$ cat src/sv/bil_pkg.sv
// bil_pkg: shared types and constants of the bounded identifier list.
// Used by the list cells, the top level and the port checker.
`timescale 1ns / 1ps

package bil_pkg;

    localparam int MAX_ENTRIES = 8;
    localparam int ID_WIDTH    = 16;
    localparam int IDX_W       = (MAX_ENTRIES > 1) ? $clog2(MAX_ENTRIES) : 1;
    localparam int CNT_W       = $clog2(MAX_ENTRIES + 1);

    localparam logic [2:0] MODE_CLEAR      = 3'd0;
    localparam logic [2:0] MODE_ADD        = 3'd1;
    localparam logic [2:0] MODE_FIND       = 3'd2;
    localparam logic [2:0] MODE_REMOVE_ID  = 3'd3;
    localparam logic [2:0] MODE_REMOVE_POS = 3'd4;
    localparam logic [2:0] MODE_READ       = 3'd5;

    typedef struct packed {
        logic [2:0]  mode;
        logic [15:0] ident;
        logic [2:0]  position;
    } req_t;

    typedef struct packed {
        logic        ok;
        logic [2:0]  found_index;
        logic [15:0] entry_value;
        logic [3:0]  entry_count;
    } rsp_t;

    // Broadcast from the sequencer to every cell of the chain.
    typedef struct packed {
        logic                load;
        logic                shift;
        logic                by_pos;
        logic [ID_WIDTH-1:0] ident;
        logic [IDX_W-1:0]    position;
        logic [CNT_W-1:0]    count;
    } cell_ctrl_t;

endpackage

$ cat src/sv/bil_cell.sv
// bil_cell: one slot of the list. Holds an identifier, compares it and
// passes the hit chain and shift data to its neighbors. Depends on bil_pkg.
`timescale 1ns / 1ps

module bil_cell (
    input  logic                           clk,
    input  bil_pkg::cell_ctrl_t            ctrl,
    input  logic [bil_pkg::IDX_W-1:0]      idx,
    input  logic                           hit_in,
    input  logic [bil_pkg::ID_WIDTH-1:0]   shift_in,
    output logic                           hit_out,
    output logic                           first,
    output logic [bil_pkg::ID_WIDTH-1:0]   value
);

    logic [bil_pkg::ID_WIDTH-1:0] value_reg;
    logic [bil_pkg::ID_WIDTH-1:0] value_next;
    logic                         active;
    logic                         self_hit;

    assign active   = bil_pkg::CNT_W'(idx) < ctrl.count;
    assign self_hit = ctrl.by_pos ? (idx == ctrl.position)
                                  : (active && (value_reg == ctrl.ident));
    assign hit_out  = hit_in | self_hit;
    assign first    = self_hit & ~hit_in;
    assign value    = value_reg;

    always_comb
    begin
        value_next = value_reg;
        if (ctrl.load && (bil_pkg::CNT_W'(idx) == ctrl.count))
        begin
            value_next = ctrl.ident;
        end
        else if (ctrl.shift && hit_out)
        begin
            value_next = shift_in;
        end
    end

    always_ff @(posedge clk)
    begin
        value_reg <= value_next;
    end

endmodule

$ cat src/sv/bounded_id_list_unit.sv
// bounded_id_list_unit: top level of the bounded identifier list.
// Instantiates the bil_cell chain; depends on bil_pkg.
`timescale 1ns / 1ps

// Usage
// - Request channel (req_valid / req_stall / req_data): one operation per
//   request: clear, add, find, remove by id, remove by position, read.
//   A request is taken at a clock edge with req_valid high and req_stall low.
// - Response channel (rsp_valid / rsp_stall / rsp_data): exactly one
//   response per request, in order, held in an output register while the
//   receiver stalls.
// - Timing: a request is registered when taken and executed in the run
//   state; its response is written to the response register as it finishes.
//   Remove by id drops one matching entry per cycle through the cell chain,
//   by the chain's single left shift per cycle, and then finishes.
// - req_stall is high while an operation is in flight, one request at a
//   time; a stalled response delays only the final step of the next request.
// - Reset clears the entry count and the response valid flag; slot contents
//   are not reset, and slots at or above the count are never observed.
module bounded_id_list_unit (
    input  logic          clk,
    input  logic          rst_n,
    input  logic          req_valid,
    output logic          req_stall,
    input  bil_pkg::req_t req_data,
    output logic          rsp_valid,
    input  logic          rsp_stall,
    output bil_pkg::rsp_t rsp_data
);

    typedef enum logic [1:0] {
        ST_IDLE = 2'b01,
        ST_RUN  = 2'b10
    } state_t;

    state_t                       state_reg, state_next;
    bil_pkg::req_t                req_reg;
    logic                         nonempty_reg;
    logic [bil_pkg::CNT_W-1:0]    count_reg, count_next;
    bil_pkg::rsp_t                rsp_reg, rsp_next;
    logic                         rsp_valid_reg, rsp_valid_next;

    bil_pkg::cell_ctrl_t          ctrl;
    logic [bil_pkg::MAX_ENTRIES:0]   hit;
    logic [bil_pkg::MAX_ENTRIES-1:0] first;
    logic [bil_pkg::ID_WIDTH-1:0]    cell_val [bil_pkg::MAX_ENTRIES];

    logic                         accept;
    logic                         running;
    logic                         out_free;
    logic                         shifting;
    logic                         finish;
    logic                         pos_ok;
    logic                         room;
    logic [bil_pkg::IDX_W-1:0]    found_idx;

    assign req_stall = (state_reg != ST_IDLE);
    assign accept    = req_valid && !req_stall;
    assign running   = (state_reg == ST_RUN);
    assign out_free  = !rsp_valid_reg || !rsp_stall;

    assign pos_ok = bil_pkg::CNT_W'(req_reg.position) < count_reg;
    assign room   = count_reg < bil_pkg::CNT_W'(bil_pkg::MAX_ENTRIES);

    // Remove by id walks the chain: one lowest match dropped per cycle.
    assign shifting = running && (req_reg.mode == bil_pkg::MODE_REMOVE_ID) &&
                      hit[bil_pkg::MAX_ENTRIES];
    assign finish   = running && !shifting && out_free;

    always_comb
    begin
        ctrl.load     = finish && (req_reg.mode == bil_pkg::MODE_ADD) && room;
        ctrl.shift    = shifting ||
                        (finish && (req_reg.mode == bil_pkg::MODE_REMOVE_POS) && pos_ok);
        ctrl.by_pos   = (req_reg.mode == bil_pkg::MODE_REMOVE_POS);
        ctrl.ident    = bil_pkg::ID_WIDTH'(req_reg.ident);
        ctrl.position = bil_pkg::IDX_W'(req_reg.position);
        ctrl.count    = count_reg;
    end

    assign hit[0] = 1'b0;

    for (genvar i = 0; i < bil_pkg::MAX_ENTRIES; i++)
    begin : g_cell
        logic [bil_pkg::ID_WIDTH-1:0] nb;
        if (i == bil_pkg::MAX_ENTRIES - 1)
        begin : g_top
            assign nb = '0;
        end
        else
        begin : g_mid
            assign nb = cell_val[i+1];
        end

        bil_cell u_cell (
            .clk      (clk),
            .ctrl     (ctrl),
            .idx      (bil_pkg::IDX_W'(i)),
            .hit_in   (hit[i]),
            .shift_in (nb),
            .hit_out  (hit[i+1]),
            .first    (first[i]),
            .value    (cell_val[i])
        );
    end

    // Lowest matching slot: at most one first flag is set.
    always_comb
    begin
        found_idx = '0;
        for (int i = 0; i < bil_pkg::MAX_ENTRIES; i++)
        begin
            if (first[i])
            begin
                found_idx = found_idx | bil_pkg::IDX_W'(i);
            end
        end
    end

    always_comb
    begin
        count_next = count_reg;
        if (shifting)
        begin
            count_next = count_reg - 1'b1;
        end
        else if (finish)
        begin
            case (req_reg.mode)
                bil_pkg::MODE_CLEAR:
                begin
                    count_next = '0;
                end
                bil_pkg::MODE_ADD:
                begin
                    if (room)
                    begin
                        count_next = count_reg + 1'b1;
                    end
                end
                bil_pkg::MODE_REMOVE_POS:
                begin
                    if (pos_ok)
                    begin
                        count_next = count_reg - 1'b1;
                    end
                end
                default:
                begin
                    count_next = count_reg;
                end
            endcase
        end
    end

    always_comb
    begin
        rsp_next             = '0;
        rsp_next.entry_count = 4'(count_next);
        case (req_reg.mode)
            bil_pkg::MODE_CLEAR:
            begin
                rsp_next.ok = 1'b1;
            end
            bil_pkg::MODE_ADD:
            begin
                rsp_next.ok = room;
            end
            bil_pkg::MODE_FIND:
            begin
                rsp_next.ok          = hit[bil_pkg::MAX_ENTRIES];
                rsp_next.found_index = 3'(found_idx);
            end
            bil_pkg::MODE_REMOVE_ID:
            begin
                rsp_next.ok = nonempty_reg;
            end
            bil_pkg::MODE_REMOVE_POS:
            begin
                rsp_next.ok = pos_ok;
            end
            bil_pkg::MODE_READ:
            begin
                rsp_next.ok = pos_ok;
                if (pos_ok)
                begin
                    rsp_next.entry_value =
                        16'(cell_val[bil_pkg::IDX_W'(req_reg.position)]);
                end
            end
            default:
            begin
                rsp_next.ok = 1'b0;
            end
        endcase
    end

    always_comb
    begin
        state_next = state_reg;
        case (state_reg)
            ST_IDLE:
            begin
                if (accept)
                begin
                    state_next = ST_RUN;
                end
            end
            ST_RUN:
            begin
                if (finish)
                begin
                    state_next = ST_IDLE;
                end
            end
            default:
            begin
                state_next = ST_IDLE;
            end
        endcase
    end

    always_comb
    begin
        rsp_valid_next = rsp_valid_reg;
        if (finish)
        begin
            rsp_valid_next = 1'b1;
        end
        else if (!rsp_stall)
        begin
            rsp_valid_next = 1'b0;
        end
    end

    always_ff @(posedge clk or negedge rst_n)
    begin
        if (!rst_n)
        begin
            state_reg     <= ST_IDLE;
            count_reg     <= '0;
            rsp_valid_reg <= 1'b0;
        end
        else
        begin
            state_reg     <= state_next;
            count_reg     <= count_next;
            rsp_valid_reg <= rsp_valid_next;
        end
    end

    always_ff @(posedge clk)
    begin
        if (accept)
        begin
            req_reg      <= req_data;
            nonempty_reg <= (count_reg != '0);
        end
        if (finish)
        begin
            rsp_reg <= rsp_next;
        end
    end

    assign rsp_valid = rsp_valid_reg;
    assign rsp_data  = rsp_reg;

endmodule

$ cat config.mk
export PLATFORM = sky130hd
export DESIGN_NAME = bounded_id_list_unit
export DESIGN_NICKNAME = d
export VERILOG_FILES = /design/src/sv/bil_pkg.sv /design/src/sv/bil_cell.sv /design/src/sv/bounded_id_list_unit.sv
export SDC_FILE = /design/constraint.sdc
export NUM_CORES = 1
export LEC_CHECK = 0
export BUFFER_PORTS_ARGS = -buffer_cell sky130_fd_sc_hd__buf_4
export CORE_MARGIN = 2
export CORE_UTILIZATION = 61
export CTS_BUF_LIST = sky130_fd_sc_hd__clkbuf_4
export CTS_CLUSTER_SIZE = 28
export DETAILED_ROUTE_END_ITERATION = 8
export GPL_TIMING_DRIVEN = 1
export PLACE_DENSITY = 0.79
export SETUP_SLACK_MARGIN = 0.5
export SKIP_LAST_GASP = 1
export SYNTH_ARGS = -nofsm -noshare
export SYNTH_HDL_FRONTEND = slang
export SYNTH_SLANG_ARGS = --single-unit
$ cat constraint.sdc
create_clock -name clk -period 7.85 [get_ports clk]
set_input_delay 0.3925 -clock clk [delete_from_list [all_inputs] [get_ports clk]]
set_output_delay 0.3925 -clock clk [all_outputs]
set_load 0.05 [all_outputs]
Yosys cells after proc, flatten, opt, wreduce, memory -nomap -nowiden:

Index checks and enable logic that the tools add are counted.

* add/sub/neg operators: 2
* $lt $le $gt $ge: 11
* eq/ne operators: 33
* mux-type cells: 45
* bitwise gates (word level): 22
* reduce and logical (&&, ||, !) cells: 54

Operators with widths (number)
* 2-to-1 mux 16 bit: 18
* equality test 16 bit: 8
* binary-select mux 16 bit (select 3 bit): 1
* logical AND 1 bit: 33
* equality test 3 x 4 -> 1 bit, first input constant: 4
* less-than comparator 3 x 4 -> 1 bit, first input constant: 4
* 2-to-1 mux 4 bit: 4
* nonzero test 2 bit: 8
* equality test 3 bit, first input constant: 4
* 2-to-1 mux 3 bit: 4
* case mux 4 bit (3 select lines): 1
* 2-to-1 mux 1 bit: 11
* equality test 2 x 4 -> 1 bit, first input constant: 2
* less-than comparator 1 x 4 -> 1 bit, first input constant: 2
* less-than comparator 2 x 4 -> 1 bit, first input constant: 2
* 2-to-1 mux 2 bit: 4
* bitwise AND 1 bit: 7
* NOT 1 bit: 7
* bitwise OR 1 bit: 7
* equality test 2 x 3 -> 1 bit, first input constant: 2
* equality test 3 x 2 -> 1 bit, second input constant: 2
* equality test 3 bit, second input constant: 2
* zero test 3 bit: 2
* inequality test 2 x 1 -> 1 bit, second input constant: 3
* other kinds (20): 25

* register bits: 182
* bits of input ports: 26
* output and inout port bits: 26
* logic and storage cells: 186

Logic depth before layout (Yosys ltp):

* word-level depth: 20
* gate-level depth with buffers: 12
* gate-level depth less buffers: 9

Modules after synthesis:

From an unflattened synthesis, not the netlist that was laid out.

* cells, all modules: 845
* area, all modules: 11731.3 µm²

By module, submodules not included
* bil_cell: times used 8, cells an instance 78, area each 1066.0 µm², seq. area each 480.5 µm²
* bounded_id_list_unit: times used 1, cells an instance 221, area each 3203.1 µm², seq. area each 1587.8 µm²

Worst setup path after synthesis:

No wires, ideal clock.

* path kind: register to register
* from: register count_reg[1] (netlist bit)
* to: register rsp_reg (netlist bit rsp_data[0]) (enable)
* setup time: 0.405 ns
* data arrival time: 3.013 ns
* required time: 7.445 ns
* slack: 4.432 ns
* cell stages (with the launch flop): 11
* buffers on the path: 1
* clock period less this slack: 3.418 ns
* cell sequence: dfrtp_1 clkbuf_1 inv_1 ha_1 nor2_1 o2111ai_1 nor3_1 a22o_1 nor4b_1 a21oi_1 nor2_1

* longest elaborated chain between the ends: 14
* elaborated cells on any way between the ends: 35
* classes of those cells: 8 x order compare; 8 x mux; 7 x bitwise; 12 x reduce/logical

Ends and longest elaborated chain
* start, declared: RTL line bounded_id_list_unit.sv:39 `logic [bil_pkg::CNT_W-1:0] count_reg, count_next;`
* start signal, assigned: RTL line bounded_id_list_unit.sv:247 `count_reg <= count_next;`
* less-than comparator 1 x 4 -> 1 bit: RTL line bil_cell.sv:21 `assign active = bil_pkg::CNT_W'(idx) < ctrl.count;`
* logical AND 1 bit: RTL line bil_cell.sv:23 `: (active && (value_reg == ctrl.ident));`
* 2-to-1 mux 1 bit: RTL line bil_cell.sv:22 `assign self_hit = ctrl.by_pos ? (idx == ctrl.position)`
* bitwise OR 1 bit (6 in series): RTL line bil_cell.sv:24 `assign hit_out = hit_in | self_hit;`
* bitwise OR 1 bit *: RTL line bil_cell.sv:24
* logical AND 1 bit *: RTL line bounded_id_list_unit.sv:66 `assign shifting = running && (req_reg.mode == bil_pkg::MODE_REMOVE_ID) &&`
* zero test 1 bit *: RTL line bounded_id_list_unit.sv:68 `assign finish = running && !shifting && out_free;`
* logical AND 1 bit * (2 in series): RTL line bounded_id_list_unit.sv:68
* named net finish: RTL line bounded_id_list_unit.sv:52 `logic finish;`
* end signal, assigned: RTL line bounded_id_list_unit.sv:261 `rsp_reg <= rsp_next;`
* end, declared: RTL line bounded_id_list_unit.sv:40 `bil_pkg::rsp_t rsp_reg, rsp_next;`

Mark *: on every way through the listed nets, which the timed path passes. The rest lies on a longest branch.
A chain may end at the register's enable or synchronous reset.

Final worst setup path:

* from: register req_reg[20] (netlist bit)
* to: register g_cell[6].u_cell.value_reg (netlist bit g_cell[6].u_cell.value[15]) (enable)

* longest elaborated chain between the ends: 18
* elaborated cells on any way between the ends: 31
* classes of those cells: 3 x eq/ne; 8 x mux; 7 x bitwise; 13 x reduce/logical

Ends and longest elaborated chain
* start, declared: RTL line bounded_id_list_unit.sv:37 `bil_pkg::req_t req_reg;`
* start signal, assigned: RTL line bounded_id_list_unit.sv:256 `req_reg <= req_data;`
* equality test 3 bit: RTL line bounded_id_list_unit.sv:74, bounded_id_list_unit.sv:75
* 2-to-1 mux 1 bit: RTL line bil_cell.sv:22
* bitwise OR 1 bit (7 in series): RTL line bil_cell.sv:24
* logical AND 1 bit: RTL line bounded_id_list_unit.sv:66
* zero test 1 bit: RTL line bounded_id_list_unit.sv:68
* logical AND 1 bit (2 in series): RTL line bounded_id_list_unit.sv:68
* logical AND 1 bit (2 in series): RTL line bounded_id_list_unit.sv:74 `(finish && (req_reg.mode == bil_pkg::MODE_REMOVE_POS) && pos_ok);`
* logical OR 1 bit: RTL line bounded_id_list_unit.sv:73 `ctrl.shift = shifting ||`
* logical AND 1 bit: RTL line bil_cell.sv:35 `else if (ctrl.shift && hit_out)`
* nonzero test 2 bit (no source line) *
* end signal, assigned: RTL line bil_cell.sv:43 `value_reg <= value_next;`
* end, declared: RTL line bil_cell.sv:16 `logic [bil_pkg::ID_WIDTH-1:0] value_reg;`

Mark *: on every way between the ends. The rest lies on a longest branch, timed or not.

==> flow_metrics.tcl <==
set metrics [dict create \
    status "complete, no violations" \
    root_buffer "clkbuf_4" \
    p_int_uw 1410 \
    io-pin-count 52 \
    drtIter0Drc 810 \
    worst_slack_ns 3.68 \
    instances_no_fill 1052 \
    finalNetCount 851 \
    drv_cap 0 \
    syn_avg_cell_area_um2 13.5 \
    syn_to_final_growth_pct 9.47 \
    fin_crit_sh 0.531 \
    rsz0062_at_grt "no" \
    synth_top_area_share 0.506 \
    route.detailed.drc 0 \
    layout_common_cells "175 x edfxtp_1, 112 x mux2_2, 88 x xnor2_1" \
    pwr-share-clk 0.259 \
    arrival_ns 4.51 \
    wl_per_cell_um 24.5 \
    fin_area_um2 11400 \
    synth-edff-count 175 \
    reg2reg_depth 8 \
    syn-num-nets 806 \
    drt_wl_total_um 25700 \
    post_dp_cell_area_um2 10900 \
    vias_per_cell 6.46 \
    initial_core_util 0.624 \
    synthTopCellsByArea "edfxtp_1 51%, mux2_2 12%, xnor2_1 7.4%" \
    hold_viol_final 0 \
    ant_nets 0 \
    gr-total-overflow 0 \
    multi_input_area_um2 4660 \
    yosys_warnings 0 \
    cts_resized 0 \
    cts_setup_buffers 0 \
    powerDensity_nw_per_um2 176 \
    hold_depth 2 \
    clk_pin_slew_ns 0.15 \
    grt_pass1_vias 6859 \
    synth_ff_type "edfxtp_1" \
    dp_cells 995 \
    fin_skew_ns 0.0172 \
    synth.area.mux_share 0.207 \
    grt_pass1_wl_um 39600 \
    synthCells 772 \
    vdd_drop_max_mv 0.130 \
    dr.pass1.iters 5 \
    die_w_um 134 \
    finalSetupViolCount 0 \
    final_core_util 0.683 \
    max_slew_margin 0.105 \
    power_frac_comb 0.164 \
    numCtsBuffers 17 \
    drive_gt1_frac 0.296 \
    slowest_delay_ns 0.85 \
    hpwl_um 18200 \
    critPathCaptureType "register" \
    fill_cells 1223 \
    ys_seq_area_frac 0.523 \
    critPathMaxFanout 16 \
    yosysUniqueCellTypes 57 \
    rows 47 \
    synth_compound_area_frac 0.0359 \
    cts_tree "built" \
    synth_area_um2 10400 \
    tightest_slew_ns 1.34 \
    start_kind "register" \
    io_buffers 51 \
    crit_type "register to register" \
    antenna_found_initial 1 \
    worstHoldPathType "primary input to register" \
    synthArstFlopShare 0.0385 \
    synth_top_area_cell "edfxtp_1" \
    synth_seq_cells 182 \
    path_cells "nor3b_4, nor4_1, and3_1, a22o_1, or4b_1, o21ai_1, a32oi_1, buf_4" \
    synthSimpleGateAreaFrac 0.0857 \
    postCtsHoldBufs 23 \
    htree_levels 4 \
    cts_num_sinks 182 \
    grt_max_degree 39 \
    die-area_um2 18100 \
    dpl_worst_slack_ns 3.75 \
    seqPwrFrac 0.577 \
    clock_path_buffers 2 \
    synthAdderAreaFrac 0.00964 \
    power.switching_uw 594 \
    synth_top_family_by_area "multiplexers" \
    core-area_um2 16600 \
    gp_congestion 0.951 \
    critPathRequiredTime_ns 8.19 \
    num_vias 6796 \
    clk-insertion-delay-late_ns 0.59 \
    die_y_um 134 \
    period_needed_ns 4.17 \
    fmax_mhz 240 \
    final_common_cell "edfxtp_1" \
    cellLeakagePower_uw 0.00377 \
    synth_xor_area_frac 0.110 \
    slowest_stage "o21ai_1" \
    regArea_um2 5430 \
    largest_register_ffs 128 \
    p_sw_frac 0.296 \
    report.final.slew_viol_count 0 \
    fin_tns_setup_ns 0 \
    track_usage 0.297 \
]
## logic make-up after synthesis
family | Yosys count
adder cells (fa/ha/maj) | 8
AND/OR/NAND/NOR | 167
buffers and inverters | 67
multiplexers | 161
flip-flops | 182
XOR/XNOR | 130
AO/OA/AOI/OAI | 57
## synth_stat cells, types with 3 or more instances
cell	instances
buf_2	18
clkbuf_1	33
nand2_1	23
ha_1	8
nand4_1	20
nor3_1	18
edfxtp_1	175
a21oi_1	15
a22oi_1	3
nand3_1	12
xor2_1	42
mux2_2	112
o211ai_1	4
o21ai_0	10
or2_2	3
dfrtp_1	6
inv_1	5
buf_4	3
nor4_1	9
xnor2_1	88
a32oi_1	3
buf_1	4
and2_1	16
nor2_1	39
and3_1	5
nor2b_1	6
a22o_1	3
nand2b_1	3
a31oi_1	5
mux4_2	32
mux2i_1	17
## per-stage QoR
| step | power (uW) | hold WS, ns |
|---|---|---|
| floorplan | 1390 | 0.0969 |
| global placement | 1490 | 0.217 |
| detailed placement | 1490 | 0.220 |
| CTS | 2000 | 0.0157 |
| global route | 2080 | 0.0112 |
| finish | 2010 | 0.0488 |
## power by group through the flow
| stage | Combinational [uW] | Clock, uW | Sequential [uW] |
|---|---|---|---|
| 2_1_floorplan | 260 | 0 | 1130 |
| 3_3_place_gp | 316 | 0 | 1180 |
| 3_5_place_dp | 314 | 0 | 1180 |
| 4_1_cts | 325 | 524 | 1160 |
| 5_1_grt | 354 | 558 | 1160 |
| 6_report | 329 | 519 | 1160 |
## area by class of cell
class	instances	area share
flip-flops and latches	182	0.478
multi-input cells	523	0.409
repair buffers	87	0.0625
well taps	220	0.0242
clock buffers	18	0.0119
clock inverters	14	0.0118
inverters	6	0.00198
diodes	2	0.000440
## worst max-delay path, delay by kind of cell (launching register included)
family,cells,cell delay [ns]
simple gates,4,1.69
compound gates,3,1.35
flops,1,0.57
buf+inv,1,0.28
## final timing paths
check / from / end / slack (ns)
hold / removal: rsp_stall / rsp_valid / 0.05
max in group asynchronous: rst_n / state_reg[0] / 7.48
hold reg to reg: rsp_valid / rsp_valid / 0.59
setup reg to reg: req_reg[20] / g_cell[6].u_cell.value[15] / 3.68
min in group asynchronous: rst_n / rsp_valid / 0.15
setup / recovery: req_reg[20] / g_cell[6].u_cell.value[15] / 3.68
## layer usage
metal	track usage	vias to the layer above	routed length, um	part of all wire
li1	-	2988	-	-
met2	0.467	361	12100	0.47
met3	0.0522	51	1950	0.076
met4	0.0924	0	642	0.025
met5	0	-	0	0
met1	0.430	3396	11000	0.43
No activity file was read; power rests on OpenSTA's default activity.
